`src/sv/fsp_pkg.sv`:
```
// Shared types, constants and decode functions for the format specification parser.
// Used by fsp_core, format_spec_parser, fsp_checker and the testbench; depends on nothing else.
package fsp_pkg;

    localparam int COUNT_BITS = 16;
    localparam int PROD_W     = COUNT_BITS + 4;

    localparam logic [COUNT_BITS-1:0] SAT_MAX = {COUNT_BITS{1'b1}};

    typedef enum logic [2:0] {
        PH_START  = 3'd0,
        PH_FLAGS  = 3'd1,
        PH_WDIG   = 3'd2,
        PH_AFTERW = 3'd3,
        PH_PSTART = 3'd4,
        PH_PDIG   = 3'd5,
        PH_LEN    = 3'd6,
        PH_CONV   = 3'd7
    } t_phase;

    typedef enum logic [1:0] {
        ST_OK    = 2'd0,
        ST_PCT   = 2'd1,
        ST_BAD   = 2'd2,
        ST_UNSUP = 2'd3
    } t_status;

    localparam logic [3:0] LEN_NONE = 4'd0;
    localparam logic [3:0] LEN_HH   = 4'd1;
    localparam logic [3:0] LEN_H    = 4'd2;
    localparam logic [3:0] LEN_L    = 4'd3;
    localparam logic [3:0] LEN_LL   = 4'd4;
    localparam logic [3:0] LEN_J    = 4'd5;
    localparam logic [3:0] LEN_Z    = 4'd6;
    localparam logic [3:0] LEN_T    = 4'd7;
    localparam logic [3:0] LEN_BIGL = 4'd8;

    localparam int FLAG_MINUS = 0;
    localparam int FLAG_PLUS  = 1;
    localparam int FLAG_ALT   = 2;
    localparam int FLAG_SPACE = 3;
    localparam int FLAG_ZERO  = 4;

    localparam logic [4:0] CONV_D    = 5'd0;
    localparam logic [4:0] CONV_I    = 5'd1;
    localparam logic [4:0] CONV_O    = 5'd2;
    localparam logic [4:0] CONV_U    = 5'd3;
    localparam logic [4:0] CONV_X    = 5'd4;
    localparam logic [4:0] CONV_X_UC = 5'd5;
    localparam logic [4:0] CONV_F    = 5'd6;
    localparam logic [4:0] CONV_F_UC = 5'd7;
    localparam logic [4:0] CONV_E    = 5'd8;
    localparam logic [4:0] CONV_E_UC = 5'd9;
    localparam logic [4:0] CONV_G    = 5'd10;
    localparam logic [4:0] CONV_G_UC = 5'd11;
    localparam logic [4:0] CONV_A    = 5'd12;
    localparam logic [4:0] CONV_A_UC = 5'd13;
    localparam logic [4:0] CONV_C    = 5'd14;
    localparam logic [4:0] CONV_S    = 5'd15;
    localparam logic [4:0] CONV_P    = 5'd16;
    localparam logic [4:0] CONV_N    = 5'd17;

    localparam logic [4:0] RADIX_NONE  = 5'd0;
    localparam logic [4:0] RADIX_FLOAT = 5'd2;
    localparam logic [4:0] RADIX_OCT   = 5'd8;
    localparam logic [4:0] RADIX_DEC   = 5'd10;
    localparam logic [4:0] RADIX_HEX   = 5'd16;

    localparam logic [7:0] CH_PCT   = 8'h25;
    localparam logic [7:0] CH_STAR  = 8'h2A;
    localparam logic [7:0] CH_DOT   = 8'h2E;
    localparam logic [7:0] CH_MINUS = 8'h2D;
    localparam logic [7:0] CH_PLUS  = 8'h2B;
    localparam logic [7:0] CH_HASH  = 8'h23;
    localparam logic [7:0] CH_SPACE = 8'h20;
    localparam logic [7:0] CH_ZERO  = 8'h30;
    localparam logic [7:0] CH_ONE   = 8'h31;
    localparam logic [7:0] CH_NINE  = 8'h39;
    localparam logic [7:0] CH_H     = 8'h68;
    localparam logic [7:0] CH_L     = 8'h6C;
    localparam logic [7:0] CH_J     = 8'h6A;
    localparam logic [7:0] CH_Z     = 8'h7A;
    localparam logic [7:0] CH_T     = 8'h74;
    localparam logic [7:0] CH_BIGL  = 8'h4C;

    typedef struct packed {
        logic [7:0]         ch;
        logic signed [15:0] star_value;
    } t_item;

    typedef struct packed {
        t_status         status;
        logic [4:0]      align_flags;
        logic [15:0]     field_width;
        logic            prec_valid;
        logic [15:0]     precision;
        logic [3:0]      length_code;
        logic [4:0]      conv_code;
        logic [4:0]      radix;
        logic            is_unsigned;
    } t_result;

    typedef struct packed {
        logic       hit;
        logic [4:0] code;
        logic [4:0] radix;
        logic       is_unsigned;
    } t_conv;

    function automatic logic is_digit(input logic [7:0] c);
        return (c >= CH_ZERO) && (c <= CH_NINE);
    endfunction

    function automatic logic [COUNT_BITS-1:0] add_digit(
        input logic [COUNT_BITS-1:0] acc,
        input logic [7:0]            c
    );
        logic [PROD_W-1:0] v;
        v = PROD_W'(acc) * PROD_W'(10) + PROD_W'(c[3:0]);
        return (v > PROD_W'(SAT_MAX)) ? SAT_MAX : v[COUNT_BITS-1:0];
    endfunction

    // A star magnitude is at most 32768, so it only saturates for narrow counters.
    function automatic logic [COUNT_BITS-1:0] sat_count(input logic [15:0] mag);
        return (32'(mag) > 32'(SAT_MAX)) ? SAT_MAX : COUNT_BITS'(mag);
    endfunction

    function automatic t_conv conv_lookup(input logic [7:0] c);
        t_conv r;
        r = '{hit: 1'b1, code: CONV_D, radix: RADIX_NONE, is_unsigned: 1'b0};
        unique case (c)
            "d": begin r.code = CONV_D;    r.radix = RADIX_DEC; end
            "i": begin r.code = CONV_I;    r.radix = RADIX_DEC; end
            "o": begin r.code = CONV_O;    r.radix = RADIX_OCT; r.is_unsigned = 1'b1; end
            "u": begin r.code = CONV_U;    r.radix = RADIX_DEC; r.is_unsigned = 1'b1; end
            "x": begin r.code = CONV_X;    r.radix = RADIX_HEX; r.is_unsigned = 1'b1; end
            "X": begin r.code = CONV_X_UC; r.radix = RADIX_HEX; r.is_unsigned = 1'b1; end
            "f": begin r.code = CONV_F;    r.radix = RADIX_FLOAT; end
            "F": begin r.code = CONV_F_UC; r.radix = RADIX_FLOAT; end
            "e": begin r.code = CONV_E;    r.radix = RADIX_FLOAT; end
            "E": begin r.code = CONV_E_UC; r.radix = RADIX_FLOAT; end
            "g": begin r.code = CONV_G;    r.radix = RADIX_FLOAT; end
            "G": begin r.code = CONV_G_UC; r.radix = RADIX_FLOAT; end
            "a": begin r.code = CONV_A;    r.radix = RADIX_FLOAT; end
            "A": begin r.code = CONV_A_UC; r.radix = RADIX_FLOAT; end
            "c": begin r.code = CONV_C; end
            "s": begin r.code = CONV_S; end
            "p": begin r.code = CONV_P; r.radix = RADIX_HEX; r.is_unsigned = 1'b1; end
            "n": begin r.code = CONV_N; end
            default: begin r.hit = 1'b0; end
        endcase
        return r;
    endfunction

endpackage

```
`src/sv/fsp_core.sv`:
```
// Parse state registers and the per-character step logic of the specification parser.
// Depends on fsp_pkg.
module fsp_core (
    input  logic             i_clk,
    input  logic             i_rst_n,
    input  logic             i_en,
    input  fsp_pkg::t_item   i_item,
    output logic             o_emit,
    output fsp_pkg::t_result o_result
);

    fsp_pkg::t_phase                  r_phase, n_phase;
    logic [4:0]                       r_flags, n_flags;
    logic [fsp_pkg::COUNT_BITS-1:0]   r_width, n_width;
    logic [fsp_pkg::COUNT_BITS-1:0]   r_prec, n_prec;
    logic                             r_prec_seen, n_prec_seen;
    logic [3:0]                       r_length, n_length;

    always_ff @(posedge i_clk) begin
        if (!i_rst_n) begin
            r_phase     <= fsp_pkg::PH_START;
            r_flags     <= '0;
            r_width     <= '0;
            r_prec      <= '0;
            r_prec_seen <= 1'b0;
            r_length    <= fsp_pkg::LEN_NONE;
        end else if (i_en) begin
            r_phase     <= n_phase;
            r_flags     <= n_flags;
            r_width     <= n_width;
            r_prec      <= n_prec;
            r_prec_seen <= n_prec_seen;
            r_length    <= n_length;
        end
    end

    always_comb begin
        fsp_pkg::t_phase p;
        logic            done;
        logic [4:0]      fbit;
        logic [3:0]      lcode;
        logic [7:0]      c;
        logic [15:0]     mag;
        fsp_pkg::t_conv  cv;

        c           = i_item.ch;
        n_phase     = r_phase;
        n_flags     = r_flags;
        n_width     = r_width;
        n_prec      = r_prec;
        n_prec_seen = r_prec_seen;
        n_length    = r_length;
        o_emit      = 1'b0;
        o_result    = '0;
        done        = 1'b0;
        p           = r_phase;
        fbit        = '0;
        lcode       = fsp_pkg::LEN_NONE;
        mag         = '0;
        cv          = fsp_pkg::conv_lookup(c);

        if (p == fsp_pkg::PH_START) begin
            if (c == fsp_pkg::CH_PCT) begin
                o_emit          = 1'b1;
                o_result.status = fsp_pkg::ST_PCT;
                done            = 1'b1;
            end else begin
                p = fsp_pkg::PH_FLAGS;
            end
        end

        if (!done && p == fsp_pkg::PH_FLAGS) begin
            unique case (c)
                fsp_pkg::CH_MINUS: fbit[fsp_pkg::FLAG_MINUS] = 1'b1;
                fsp_pkg::CH_PLUS:  fbit[fsp_pkg::FLAG_PLUS]  = 1'b1;
                fsp_pkg::CH_HASH:  fbit[fsp_pkg::FLAG_ALT]   = 1'b1;
                fsp_pkg::CH_SPACE: fbit[fsp_pkg::FLAG_SPACE] = 1'b1;
                fsp_pkg::CH_ZERO:  fbit[fsp_pkg::FLAG_ZERO]  = 1'b1;
                default:           fbit = '0;
            endcase
            if (fbit != '0) begin
                n_flags = r_flags | fbit;
                n_phase = fsp_pkg::PH_FLAGS;
                done    = 1'b1;
            end else if (c == fsp_pkg::CH_STAR) begin
                if (i_item.star_value < 0) begin
                    n_flags[fsp_pkg::FLAG_MINUS] = 1'b1;
                    mag = 16'(-i_item.star_value);
                end else begin
                    mag = 16'(i_item.star_value);
                end
                n_width = fsp_pkg::sat_count(mag);
                n_phase = fsp_pkg::PH_AFTERW;
                done    = 1'b1;
            end else if (c >= fsp_pkg::CH_ONE && c <= fsp_pkg::CH_NINE) begin
                n_width = fsp_pkg::add_digit('0, c);
                n_phase = fsp_pkg::PH_WDIG;
                done    = 1'b1;
            end else begin
                p = fsp_pkg::PH_AFTERW;
            end
        end

        if (!done && p == fsp_pkg::PH_WDIG) begin
            if (fsp_pkg::is_digit(c)) begin
                n_width = fsp_pkg::add_digit(r_width, c);
                done    = 1'b1;
            end else begin
                p = fsp_pkg::PH_AFTERW;
            end
        end

        if (!done && p == fsp_pkg::PH_AFTERW) begin
            if (c == fsp_pkg::CH_DOT) begin
                n_prec_seen                 = 1'b1;
                n_prec                      = '0;
                n_flags[fsp_pkg::FLAG_ZERO] = 1'b0;
                n_phase                     = fsp_pkg::PH_PSTART;
                done                        = 1'b1;
            end else begin
                p = fsp_pkg::PH_LEN;
            end
        end

        if (!done && p == fsp_pkg::PH_PSTART) begin
            if (c == fsp_pkg::CH_STAR) begin
                if (i_item.star_value < 0) begin
                    n_prec_seen = 1'b0;
                    n_prec      = '0;
                end else begin
                    n_prec = fsp_pkg::sat_count(16'(i_item.star_value));
                end
                n_phase = fsp_pkg::PH_LEN;
                done    = 1'b1;
            end else begin
                p = fsp_pkg::PH_PDIG;
            end
        end

        if (!done && p == fsp_pkg::PH_PDIG) begin
            if (fsp_pkg::is_digit(c)) begin
                n_prec  = fsp_pkg::add_digit(r_prec, c);
                n_phase = fsp_pkg::PH_PDIG;
                done    = 1'b1;
            end else begin
                p = fsp_pkg::PH_LEN;
            end
        end

        if (!done && p == fsp_pkg::PH_LEN) begin
            unique case (c)
                fsp_pkg::CH_H:    lcode = fsp_pkg::LEN_H;
                fsp_pkg::CH_L:    lcode = fsp_pkg::LEN_L;
                fsp_pkg::CH_J:    lcode = fsp_pkg::LEN_J;
                fsp_pkg::CH_Z:    lcode = fsp_pkg::LEN_Z;
                fsp_pkg::CH_T:    lcode = fsp_pkg::LEN_T;
                fsp_pkg::CH_BIGL: lcode = fsp_pkg::LEN_BIGL;
                default:          lcode = fsp_pkg::LEN_NONE;
            endcase
            if (lcode != fsp_pkg::LEN_NONE) begin
                n_length = lcode;
                n_phase  = fsp_pkg::PH_CONV;
                done     = 1'b1;
            end
        end

        if (!done && r_phase == fsp_pkg::PH_CONV) begin
            if (r_length == fsp_pkg::LEN_H && c == fsp_pkg::CH_H) begin
                n_length = fsp_pkg::LEN_HH;
                done     = 1'b1;
            end else if (r_length == fsp_pkg::LEN_L && c == fsp_pkg::CH_L) begin
                n_length = fsp_pkg::LEN_LL;
                done     = 1'b1;
            end
        end

        if (!done) begin
            o_emit               = 1'b1;
            o_result.status      = fsp_pkg::ST_BAD;
            o_result.align_flags = r_flags;
            o_result.field_width = 16'(r_width);
            o_result.prec_valid  = r_prec_seen;
            o_result.precision   = r_prec_seen ? 16'(r_prec) : 16'd0;
            o_result.length_code = r_length;
            if (cv.hit) begin
                o_result.status      = fsp_pkg::ST_OK;
                o_result.conv_code   = cv.code;
                o_result.radix       = cv.radix;
                o_result.is_unsigned = cv.is_unsigned;
                if (cv.code == fsp_pkg::CONV_P) begin
                    o_result.align_flags[fsp_pkg::FLAG_ALT] = 1'b1;
                    if (r_length >= fsp_pkg::LEN_HH && r_length <= fsp_pkg::LEN_Z) begin
                        o_result.status = fsp_pkg::ST_UNSUP;
                    end
                end
            end
        end

        if (o_emit) begin
            n_phase     = fsp_pkg::PH_START;
            n_flags     = '0;
            n_width     = '0;
            n_prec      = '0;
            n_prec_seen = 1'b0;
            n_length    = fsp_pkg::LEN_NONE;
        end
    end

endmodule

```
`src/sv/format_spec_parser.sv`:
```
// Top level: input item register, fsp_core step logic and the result register.
// Path: an accepted item is held in the input item register, and the result it completes in the result register.
// Throughput: one character item per cycle; the state update is one decode plus a
// multiply by ten. The input stalls only while an item waits and a result is held.
// Reset (synchronous, active low) empties both registers and returns the parse state
// to the start of a specification with flags, width, precision and length cleared.
module format_spec_parser (
    input  logic               i_clk,
    input  logic               i_rst_n,
    input  logic               i_valid,
    output logic               o_stall,
    input  logic [7:0]         i_ch,
    input  logic signed [15:0] i_star_value,
    output logic               o_valid,
    input  logic               i_stall,
    output logic [1:0]         o_status,
    output logic [4:0]         o_align_flags,
    output logic [15:0]        o_field_width,
    output logic               o_prec_valid,
    output logic [15:0]        o_precision,
    output logic [3:0]         o_length_code,
    output logic [4:0]         o_conv_code,
    output logic [4:0]         o_radix,
    output logic               o_is_unsigned
);

    logic             r_in_vld;
    fsp_pkg::t_item   r_item;
    logic             r_out_vld;
    fsp_pkg::t_result r_out;
    logic             w_adv;
    logic             w_emit;
    fsp_pkg::t_result w_result;

    assign w_adv   = r_in_vld && (!r_out_vld || !i_stall);
    assign o_stall = r_in_vld && !w_adv;

    always_ff @(posedge i_clk) begin
        if (!i_rst_n) begin
            r_in_vld <= 1'b0;
        end else if (!o_stall) begin
            r_in_vld <= i_valid;
        end
    end

    always_ff @(posedge i_clk) begin
        if (i_valid && !o_stall) begin
            r_item.ch         <= i_ch;
            r_item.star_value <= i_star_value;
        end
    end

    fsp_core u_core (
        .i_clk    (i_clk),
        .i_rst_n  (i_rst_n),
        .i_en     (w_adv),
        .i_item   (r_item),
        .o_emit   (w_emit),
        .o_result (w_result)
    );

    always_ff @(posedge i_clk) begin
        if (!i_rst_n) begin
            r_out_vld <= 1'b0;
        end else if (w_adv) begin
            r_out_vld <= w_emit;
        end else if (!i_stall) begin
            r_out_vld <= 1'b0;
        end
    end

    always_ff @(posedge i_clk) begin
        if (w_adv && w_emit) begin
            r_out <= w_result;
        end
    end

    assign o_valid       = r_out_vld;
    assign o_status      = r_out.status;
    assign o_align_flags = r_out.align_flags;
    assign o_field_width = r_out.field_width;
    assign o_prec_valid  = r_out.prec_valid;
    assign o_precision   = r_out.precision;
    assign o_length_code = r_out.length_code;
    assign o_conv_code   = r_out.conv_code;
    assign o_radix       = r_out.radix;
    assign o_is_unsigned = r_out.is_unsigned;

`ifndef SYNTHESIS
    a_pct_clean: assert property (@(posedge i_clk) disable iff (!i_rst_n)
        (o_valid && o_status == fsp_pkg::ST_PCT) |->
            (o_align_flags == 5'd0 && o_field_width == 16'd0 && o_prec_valid == 1'b0 &&
             o_length_code == fsp_pkg::LEN_NONE && o_conv_code == 5'd0 &&
             o_radix == fsp_pkg::RADIX_NONE))
        else $error("literal percent result carries nonzero fields");

    a_prec_zero: assert property (@(posedge i_clk) disable iff (!i_rst_n)
        (o_valid && !o_prec_valid) |-> (o_precision == 16'd0))
        else $error("precision nonzero without a valid precision");

    a_bad_conv: assert property (@(posedge i_clk) disable iff (!i_rst_n)
        (o_valid && o_status == fsp_pkg::ST_BAD) |->
            (o_conv_code == 5'd0 && o_radix == fsp_pkg::RADIX_NONE && !o_is_unsigned))
        else $error("bad conversion result carries conversion fields");

    a_item_held: assert property (@(posedge i_clk) disable iff (!i_rst_n)
        (i_valid && !o_stall) |=> r_in_vld)
        else $error("accepted item lost from the input register");
`endif

endmodule

```
`config.mk`:
```
export PLATFORM = sky130hd
export DESIGN_NAME = format_spec_parser
export DESIGN_NICKNAME = d
export VERILOG_FILES = /design/src/sv/fsp_pkg.sv /design/src/sv/fsp_core.sv /design/src/sv/format_spec_parser.sv
export SDC_FILE = /design/constraint.sdc
export NUM_CORES = 1
export LEC_CHECK = 0
export ABC_AREA = 1
export ABC_CLOCK_PERIOD_IN_PS = 10900
export BUFFER_PORTS_ARGS = -buffer_cell sky130_fd_sc_hd__buf_2
export CORE_ASPECT_RATIO = 1.25
export CORE_MARGIN = 2
export CORE_UTILIZATION = 40
export DETAILED_ROUTE_END_ITERATION = 7
export MAX_ROUTING_LAYER = met4
export SLEW_MARGIN = 20
export SYNTH_ARGS = -nofsm -noshare
export SYNTH_HDL_FRONTEND = slang
export SYNTH_SLANG_ARGS = --single-unit
export TNS_END_PERCENT = 5
```
`constraint.sdc`:
```
create_clock -name i_clk -period 10.9 [get_ports i_clk]
set_input_delay 0 -clock i_clk [delete_from_list [all_inputs] [get_ports i_clk]]
set_output_delay 0 -clock i_clk [all_outputs]
set_load 0.03 [all_outputs]
```
### Yosys cells after proc, flatten, opt, wreduce, memory -nomap -nowiden

Cells that the tools add are included.

* word-level logic and storage cells: 239
* bits in latches: 0
* ROM bits: 0
* flip-flop bits (word level): 126
* bits in writable memories: 0
* memories: 0

* bitwise logic cells: 3
* divide/modulo/power cells: 0
* magnitude comparators: 9
* muxes and demuxes: 114
* eq/ne operators: 43
* reduce and logical (&&, ||, !) cells: 44
* add/subtract/negate cells: 3
* multipliers: 2
* shifts and indexed selects: 0

Operator list (count)
* 16-bit two-way mux: 20
* 8-bit by 7-bit == test with 1-bit output, second input constant: 24
* 5-bit one-hot mux with 17 select lines: 1
* 3-bit two-way mux: 27
* 8-bit by 6-bit == test with 1-bit output, second input constant: 8
* 55-bit two-way mux: 1
* 1-bit two-way mux: 48
* 20-bit by 4-bit adder with 20-bit output: 2
* 20-bit by 16-bit > comparator with 1-bit output, second input constant: 2
* 16-bit by 3-bit multiplier with 19-bit output, second input constant: 2
* 4-bit two-way mux: 8
* 4-bit one-hot mux with 6 select lines: 1
* 5-bit one-hot mux with 4 select lines: 1
* 18-bit OR reduction: 1
* 8-bit by 6-bit >= comparator with 1-bit output, second input constant: 2
* 4-bit by 16-bit > comparator with 1-bit output, second input constant: 1
* 1-bit logical AND: 16
* 16-bit by 1-bit less-than comparator with 1-bit output, second input constant: 1
* 16-bit negator: 1
* 3-bit == test, second input constant: 4
* 1-bit logical NOT: 11
* 11-bit two-way mux: 1
* 5-bit two-way mux: 2
* 4-bit by 2-bit == test with 1-bit output, second input constant: 2
* 22 further kinds: 31

### Depth between registers and ports, before layout

* depth in word-level cells: 33
* gate-level depth with buffers: 25
* gate-level depth less buffers: 24

### Modules after synthesis

A second synthesis with hierarchy kept.

* cells, all modules: 1122
* area total of the unflattened synthesis: 8645.8 sq um

Modules (own cells, without submodules)
* fsp_core: instances 1, cells each 1026, area an instance 6169.7 sq um
* format_spec_parser: instances 1, cells each 96, area an instance 2476.1 sq um

### Least setup slack after synthesis

Ideal clock, no wire load.

* path type: flip-flop to flip-flop
* start point: reg r_item[18] (netlist bit)
* end point: reg r_out, in the netlist o_align_flags[0], enable pin
* path slack: 7193 ps
* arrival time: 3300 ps
* stages on the path, launching flop included: 18
* cells stage by stage: edfxtp_1 -> inv_2 -> nand2_1 -> nor2_1 -> nand2_1 -> nand2_1 -> nand2_2 -> a21o_1 -> o211ai_4 -> inv_2 -> nand2_1 -> nand2_2 -> nand3_4 -> nand3_4 -> buf_2 -> nand2_1 -> nand2_1 -> inv_1

* cells in the longest elaborated chain, start to end: 27

Ends and longest elaborated chain
* start: declaration: line format_spec_parser.sv:28 `fsp_pkg::t_item r_item;`
* parallel branches: the longest is 25 deep, another holds 8-bit by 6-bit >= comparator with 1-bit output
* 1-bit two-way mux (*): line fsp_core.sv:177 `if (!done) begin`
* 1-bit logical AND (*): line format_spec_parser.sv:73 `if (w_adv && w_emit) begin`
* end signal: assignment: line format_spec_parser.sv:74 `r_out <= w_result;`
* end: declaration: line format_spec_parser.sv:30 `fsp_pkg::t_result r_out;`

Mark *: on every way between the ends. The select of a mux whose other input is x is not followed.
A chain may end at the register's enable or synchronous reset.

### Worst setup path in the final report

* start point: reg r_item[18] (netlist bit)
* end point: reg r_out, in the netlist o_field_width[8], enable pin

The elaborated chain is that of the path after synthesis.

==> summary.txt <==
Outcome
  • Status: completed

Timing
  • Sum of negative setup slack: 0 ps
  • Fin. max-slew vios: 0
  • Endpoints failing hold: 0
  • Worst Skew: 8.716 ps
  • WHS: 276.5 ps
  • RSZ-0062 raised after global routing: false
  • Relative slew slack: 0.3481
  • Max Fclk: 0.2350 GHz
  • Slew @ Worst Pin: 971.8 ps
  • Post-route minimum period: 4255 ps
  • Endpoints failing setup: 0
  • Tcrit/Tclk final: 0.3904

Detailed routing
  • DR WL met2: 12,970 microns
  • Post-DRT Antenna Nets: 0
  • Routed metal-1 wirelength: 11,000 microns
  • Drt drc: 0
  • DR WL/cell: 15.88 microns
  • Drt total wl: 25,470 microns
  • DR pass1 iterations: 5
  • Via density: 5.167
  • Top Metal Used: met4
  • Vias: 8,288
  • Routed met3 length: 910 microns
  • DR iter-0 viols: 587

Pwr
  • Peak VDD IR: 109.3 uV
  • PwrDens: 112.9 mW/mm^2
  • Static Leak: 4.692 nW

CTS
  • Skew-Pair Late Insertion Delay: 430 ps
  • Post-CTS setup buffer count: 0
  • CTS HTree Levels: 4
  • Post-CTS sizing: 0
  • Clock Path Buffers: 2
  • TritonCTS Buffers: 17
  • CTS Root Cell: clkbuf_16
  • CTS tree: yes
  • CTS Sinks: 124
  • Hold-fix buffers, CTS: 27
  • Clk pin slew, worst setup/hold paths: 60 ps

Placed design
  • GPL Wtd Cong: 0.9132
  • Cells after DPL: 1,545
  • IO Port Bufs: 82
  • HPWL after detailed placement: 18,890 microns

Global routing
  • First-pass GRT wire length: 40,310 microns
  • Largest net degree at the start of global routing: 54
  • Vias in the first global route: 7,941
  • GR Overflow Total: 0
  • GRT Total Usage: 0.2285
  • Initial antenna violation count: 0

Floorplanning
  • Die Span Y: 171.2 microns
  • Die area: 0.02358 sq mm
  • Core ar.: 0.02213 sq mm
  • Starting Density: 0.4040
  • # rows: 61
  • Die width: 137.7 microns
  • # IOs: 85

Logic synthesis
  • Seq/Total Area, Yosys: 0.3638
  • Top cells by area, synth: edfxtp_1 26%, nand2_1 11%, dfxtp_1 11%
  • Share of the synthesized area in the top cell type: 0.2586
  • Post-synth EDFFs: 77
  • Yosys top cell by area: edfxtp_1
  • Async SR Flop Fraction: 0
  • Post-Syn Instances: 1,206
  • Most frequent cell after synthesis: nand2_1
  • Post-synthesis cell area: 0.008942 sq mm
  • Total of flip-flops plus latches after synthesis: 124
  • Syn Area/Cell: 7.415 sq um
  • Count of unique library cells instantiated by Yosys: 57
  • Commonest cells post-synth: 253 x nand2_1, 178 x nor2_1, 168 x inv_1
  • Top FF cell, synth: edfxtp_1
  • Synth warn: 0

Worst setup path
  • Worst Path Max Fanout: 53
  • WS Path Type: reg2reg
  • WP data arrival: 4300 ps
  • Critical Path RT: 10,950 ps
  • Startpoint types: flop
  • Worst setup EP type: flop

Min path
  • Min-delay worst type: in2reg

Finish
  • Antenna cell count: 0
  • Nets: 1,403
  • Layout cells sized above 1: 0.1249
  • Synthesis-to-layout area growth: 16.13%
  • Fin cells: 1,604

Flow run
  • Max-Cap Viols: 0
[registers in the layout, summed over array words and instances, names as in the netlist, 2 cells and up]
signal	count
r_item	24
o_field_width	16
o_precision	16
u_core.r_prec	16
u_core.r_width	16
o_align_flags	5
o_conv_code	5
u_core.r_flags	5
o_length_code	4
u_core.r_length	4
o_radix	3
u_core.r_phase	3
o_status	2
[critical path, stage by stage (launching register included)]
cell and delay [ps]:
edfxtp_1 590, inv_2 190, nand2_1 110, nor2_1 160, nand2_1 60, nand2_1 120, nand2_2 240, a21o_1 290
o211ai_4 450, inv_2 40, nand2_1 80, nand2_2 100, nand3_4 120, nand3_4 360, nand2_1 160, nand2_1 100
clkinv_2 670
[where the power goes]
part           internal (mW)  leakage, nW  switching [mW]  total, mW
clock network          0.324        0.267           0.217      0.540
registers              0.514         1.13          0.0126      0.527
logic                 0.0305         3.30          0.0750      0.105
total                  0.868         4.69           0.304       1.17
[cells by family (layout without fill, tap and decap cells)]
family                     Yosys count  in the layout  share of synthesized area
adders and majority gates           67             67                    0.09710
buffers and inverters              206            320                    0.09277
and+or+nand+nor                    574            574                     0.2768
other                                1              2                  0.0004194
DFF                                124            124                     0.3638
xor gates and xnor gates            40             40                    0.04002
AOI/OAI and AO/OA                  194            194                     0.1291
[layout by cell type, fill, tap and decap left out, types with 2 or more instances in the layout]
cell	count
a21oi_2	8
nor2_2	12
dlygate4sd3_1	27
clkbuf_16	17
inv_1	166
clkbuf_1	2
clkinv_1	4
buf_2	82
conb_1	2
xor2_1	27
nand2_1	253
edfxtp_1	77
nand3_4	3
nand3_1	57
or2_1	2
nand3b_1	5
xnor2_1	12
a21boi_1	3
o21ai_0	30
a21oi_1	91
clkinv_2	5
or2_2	7
clkinvlp_4	3
nand4_1	25
dfxtp_1	47
a21o_1	2
inv_2	7
nor3_1	18
clkbuf_8	2
fa_1	4
nand2_2	7
o31ai_1	2
a31oi_1	10
nor2_1	178
a21boi_0	6
ha_1	63
o221ai_1	7
o22ai_1	17
o211ai_1	8
[stage by stage]
step	util	area, sq um	power (mW)	setup slack, ps
after floorplan	-	8946	0.6013	7193
after global placement	0.4319	9559	0.6338	6547
after detailed placement	0.4319	9559	0.6338	6453
after CTS	0.4691	10380	1.177	6406
after global routing	0.4692	10390	1.209	6144
final	0.4692	10390	1.173	6645
[layer usage]
metal,track usage,vias to the layer above
met1,0.2678,3864
li1,-,4190
met4,0.07276,0
met3,0.03022,40
met2,0.4032,194
met5,-,-
[cell type report]
type                    instances  area [sq um]
multi-input cells             877          4863
clock buffers                  21         460.4
well taps                     283         354.1
fillers                      2290         11750
repair buffers                110         688.2
inverters                     178         671.9
flip-flops and latches        124          3253
clock inverters                11         93.84
[final timing paths]
kind | from | end | slack [ps] | cells past startpoint
max | r_item[18] | o_field_width[8] | 6650 | 16
min | i_star_value[13] | r_item[13] | 280 | 2
max reg2reg | r_item[18] | o_field_width[8] | 6650 | 16
min reg2reg | u_core.r_flags[1] | u_core.r_flags[1] | 470 | 2
No activity file was read; power rests on OpenSTA's default activity.
